`src/rtl/mbrot_pkg.sv`:
```
// Shared types and constants for the Mandelbrot escape-time block.
package mbrot_pkg;

  localparam int IN_W    = 32;
  localparam int COUNT_W = 10;

  localparam logic [COUNT_W-1:0] LIMIT_RESET = COUNT_W'(200);

  typedef enum logic [2:0] {
    ST_IDLE,
    ST_ZERO,
    ST_MUL,
    ST_SUM,
    ST_TEST
  } state_t;

  typedef struct packed {
    logic load;
    logic mul;
    logic sum;
    logic update;
  } dp_cmd_t;

  typedef struct packed {
    logic escape;
  } dp_status_t;

endpackage

```
`src/rtl/mbrot_ctrl.sv`:
```
// Controller: sequencing state machine, update counter, limit register and result register.
module mbrot_ctrl (
  input  logic                            clk,
  input  logic                            rst,
  input  logic                            in_valid,
  output logic                            in_ready,
  input  logic                            cfg_write,
  input  logic [mbrot_pkg::COUNT_W-1:0]   cfg_data,
  output logic                            out_valid,
  input  logic                            out_ready,
  output logic [mbrot_pkg::COUNT_W-1:0]   escape_steps,
  output logic                            in_set,
  output mbrot_pkg::dp_cmd_t              cmd,
  input  mbrot_pkg::dp_status_t           status
);

  import mbrot_pkg::*;

  state_t             state, state_next;
  logic [COUNT_W-1:0] iteration_limit;
  logic [COUNT_W-1:0] count;
  logic [COUNT_W-1:0] count_inc;
  logic               out_free;
  logic               last_update;
  logic               count_clr;
  logic               out_load;
  logic [COUNT_W-1:0] steps_val;
  logic               in_set_val;

  assign count_inc   = count + COUNT_W'(1);
  assign last_update = (count_inc == iteration_limit);
  assign out_free    = !out_valid || out_ready;

  always_comb begin
    state_next = state;
    unique case (state)
      ST_IDLE: begin
        if (in_valid) begin
          state_next = (iteration_limit == '0) ? ST_ZERO : ST_MUL;
        end
      end
      ST_ZERO: begin
        if (out_free) state_next = ST_IDLE;
      end
      ST_MUL:  state_next = ST_SUM;
      ST_SUM:  state_next = ST_TEST;
      ST_TEST: begin
        if (status.escape || last_update) begin
          if (out_free) state_next = ST_IDLE;
        end else begin
          state_next = ST_MUL;
        end
      end
      default: state_next = ST_IDLE;
    endcase
  end

  always_comb begin
    in_ready   = 1'b0;
    cmd        = '0;
    count_clr  = 1'b0;
    out_load   = 1'b0;
    steps_val  = count;
    in_set_val = 1'b0;
    unique case (state)
      ST_IDLE: begin
        in_ready  = 1'b1;
        cmd.load  = in_valid;
        count_clr = in_valid;
      end
      ST_ZERO: begin
        out_load   = out_free;
        steps_val  = '0;
        in_set_val = 1'b1;
      end
      ST_MUL:  cmd.mul = 1'b1;
      ST_SUM:  cmd.sum = 1'b1;
      ST_TEST: begin
        if (status.escape) begin
          out_load = out_free;
        end else if (last_update) begin
          // The final update cannot change the outcome, so it is skipped.
          out_load   = out_free;
          steps_val  = iteration_limit;
          in_set_val = 1'b1;
        end else begin
          cmd.update = 1'b1;
        end
      end
      default: ;
    endcase
  end

  always_ff @(posedge clk) begin
    if (rst) begin
      state           <= ST_IDLE;
      iteration_limit <= LIMIT_RESET;
      count           <= '0;
      out_valid       <= 1'b0;
    end else begin
      state <= state_next;
      if (cfg_write) iteration_limit <= cfg_data;
      if (count_clr) begin
        count <= '0;
      end else if (cmd.update) begin
        count <= count_inc;
      end
      if (out_load) begin
        out_valid <= 1'b1;
      end else if (out_ready) begin
        out_valid <= 1'b0;
      end
    end
  end

  always_ff @(posedge clk) begin
    if (out_load) begin
      escape_steps <= steps_val;
      in_set       <= in_set_val;
    end
  end

endmodule

```
`config.mk`:
```
export PLATFORM = sky130hd
export DESIGN_NAME = mbrot_ctrl
export DESIGN_NICKNAME = d
export VERILOG_FILES = /design/src/rtl/mbrot_pkg.sv /design/src/rtl/mbrot_ctrl.sv
export SDC_FILE = /design/constraint.sdc
export NUM_CORES = 1
export LEC_CHECK = 0
export BUFFER_PORTS_ARGS = -buffer_cell sky130_fd_sc_hd__clkbuf_2
export CAP_MARGIN = 20
export CORE_UTILIZATION = 60
export DETAILED_ROUTE_END_ITERATION = 8
export PLACE_DENSITY = 0.84
export REMOVE_ABC_BUFFERS = 1
export SLEW_MARGIN = 25
export SYNTH_ARGS = -nofsm -noshare
export SYNTH_HDL_FRONTEND = slang
export SYNTH_SLANG_ARGS = --single-unit
```
`constraint.sdc`:
```
create_clock -name clk -period 7.35 [get_ports clk]
set_input_delay 2.205 -clock clk [delete_from_list [all_inputs] [get_ports clk]]
set_output_delay 2.205 -clock clk [all_outputs]
set_load 0.02 [all_outputs]
```
==> flow_summary.ini <==
[finish]
regArea_um2 = 811
multi_input_area_um2 = 1030
drive_gt1_frac = 0.185
antennaDiodeCount = 0
synthToLayoutAreaGrowth_pct = 10.9
layout.cells.non_filler = 282
layout.nets = 254
fillCellCount = 272

[critical_path]
reg2reg_depth = 8
crit_required_ps = 5140
cp_max_fo = 9
reg2reg_from = count[3]
setup.worst_path.class = input port to primary output
start_kind = input port
r2r_end = escape_steps[3]
crit_arrival_ps = 3240
worst_setup_path_end_kind = primary output
r2r_slack_ps = 4130

[cts]
cts_root_buffer = clkbuf_4
cts_buffers = 5
cts_hold_buffers = 0
cts-resized-gates = 0
path_clk_slew_ps = 100
htree_levels = 2
cts_tree = done
cts_setup_buffers = 0
clockBufferDepth = 2
clk_latency_ps = 350
cts.sinks = 35

[route]
postRouteWirelength_um = 4090
drtPass1Iterations = 4
num_vias = 1669
wl_per_cell_um = 14.5
dr.first_iter.drc_count = 63
drtAntennaViolNets = 0
drc = 0
drt-vias-per-instance = 5.92

[timing]
finalSetupViolCount = 0
max_slew.worst_pin.slew_ps = 619
min_period_ps = 5450
slew_violations = 0
slew_headroom = 0.586
fin_tns_setup_ps = 0
fmax_ghz = 0.184
rsz0062_at_grt = no
hold_violations = 0
finalCritPeriodShare = 0.741
hold_slack_ps = 572
fin_skew_ps = 15.4

[global_routing]
overflow = 0
antenna_found_initial = 0
grt_pass1_vias = 1503
grt_pass1_wl_um = 6930
grtUsageTotal = 0.270
grt_max_degree = 15

[power]
power.total_w = 0.000358
powerDensity_nw_per_um2 = 167
leakagePower_nw = 0.846
peakVddDrop_v = 0.000109

[worst_hold_path]
hold_path_class = flop to flop
min_to = count[8]
hold_start = count[8]
min_path_cells = 2

[logic_synthesis]
yosysSeqAreaShare = 0.419
synth_edf_count = 11
ys.flop_type = dfxtp_1
synth_compound_area_frac = 0.153
yosys.area_share.adder = 0.00647
ys_ff_latch = 35
ys_types = 43
yosys.area_share.simple = 0.228
muxShareOfSynthArea = 0.0621
synthCells = 211
synth-async-reset-ratio = 0
ys_warn_count = 0
synth-xor-area-share = 0.0847
synth_top_family_by_area = simple AND/OR/NAND/NOR gates
netlist_area_um2 = 1930
avgSynthCellArea_um2 = 9.17

[die]
die_y_um = 58.8
start_util = 0.634
std_cell_rows = 20
dieArea_um2 = 3460
core-area_um2 = 3050
die_w_um = 58.8
pin_count = 33

[placed_design]
placed_cells = 274
port_buffers = 32
dp_hpwl_um = 3040
gp_congestion = 0.951

[status]
outcome = finished, final reports clean

[flow_run]
max_cap_viol_count = 0
-- placed cells by master (no fill, tap or decap), drive strengths merged, types with 2 or more instances in the layout --
cell type / count
and3: 2
a2111oi: 2
inv: 7
nor4: 3
nor2: 31
a21o: 2
a31oi: 3
clkbuf: 38
a211oi: 9
nand2: 12
or3: 3
o211ai: 2
and4: 2
dfxtp: 24
o21ai: 3
edfxtp: 11
o31ai: 2
nor3b: 2
a21oi: 2
nand4: 3
a22o: 10
and2: 2
nand2b: 2
xor2: 5
xnor2: 11
mux2i: 12
nor3: 13
nor2b: 2
nand3: 7
-- stage by stage --
stage          setup slack, ps  cell area [µm²]   util
2_1_floorplan             2160             1870      -
3_3_place_gp              1950             2090  0.685
3_5_place_dp              1900             2090  0.685
4_1_cts                   1910             2150  0.703
5_1_grt                   1830             2150  0.703
6_report                  1900             2150  0.703
-- logic make-up (layout without fill, tap and decap cells) --
family                   after synthesis  count (layout)
AND/OR/NAND/NOR                       88              88
AO/OA/AOI/OAI                         37              37
flip-flops                            35              35
buffers and inverters                 21              48
XOR/XNOR                              17              17
multiplexers                          12              12
adder cells (fa/ha/maj)                1               1
-- flip-flops by register name, indices dropped and copies added (netlist names) --
register,flops
state,3
in_set,1
iteration_limit,10
out_valid,1
count,10
escape_steps,10
-- worst max-delay path, stage by stage --
cell	delay, ps
clkbuf_2	100
nand2b_1	280
a21oi_1	410
clkbuf_2	250
-- report_power, final --
part	switching (W)	leakage, nW	total, W	internal (W)
clock	0.0000648	0.0282	0.000102	0.0000369
combinational	0.0000267	0.519	0.0000444	0.0000177
sequential	0.00000796	0.299	0.000212	0.000204
-- worst max path at each step --
| stage | start | depth (start not counted) | slack [ps] | endpoint |
|---|---|---|---|---|
| after floorplan | status | 2 | 2160 | cmd[0] |
| after global placement | status | 4 | 1950 | cmd[0] |
| after detailed placement | status | 4 | 1900 | cmd[0] |
| after CTS | status | 4 | 1910 | cmd[0] |
| after global routing | status | 4 | 1830 | cmd[0] |
| final | status | 4 | 1900 | cmd[0] |
-- Yosys cell counts, drive strengths merged, types with 3 or more instances --
cell type  instances  area, µm²
o21ai              3       15.0
xnor2             11       96.3
nor3              13       65.1
nand3              7       35.0
nor4               3       18.8
a31oi              3       18.8
or3                3       18.8
xor2               5       43.8
dfxtp             24        480
nor2              31        119
clkbuf             6       22.5
inv                7       26.3
buf                8       42.5
edfxtp            11        330
nand4              3       18.8
a211oi             9       85.1
mux2i             12        120
nand2             12       45.0
a22o              10       87.6
-- per-layer routing --
metal	vias to the layer above	wire, µm	track usage
li1	816	-	-
met1	787	1830	0.339
met2	52	1940	0.438
met3	14	188	0.0615
met4	0	129	0.129
met5	-	0	0
-- cell type report --
type                            instances  area share
Sequential cell                        35       0.378
Clock buffer                            6      0.0192
Clock inverter                          2     0.00583
Tap cell                               44      0.0257
Multi-Input combinational cell        155       0.481
Inverter                                7      0.0122
Timing Repair Buffer                   33      0.0781
(Power assumes the default switching activity.)
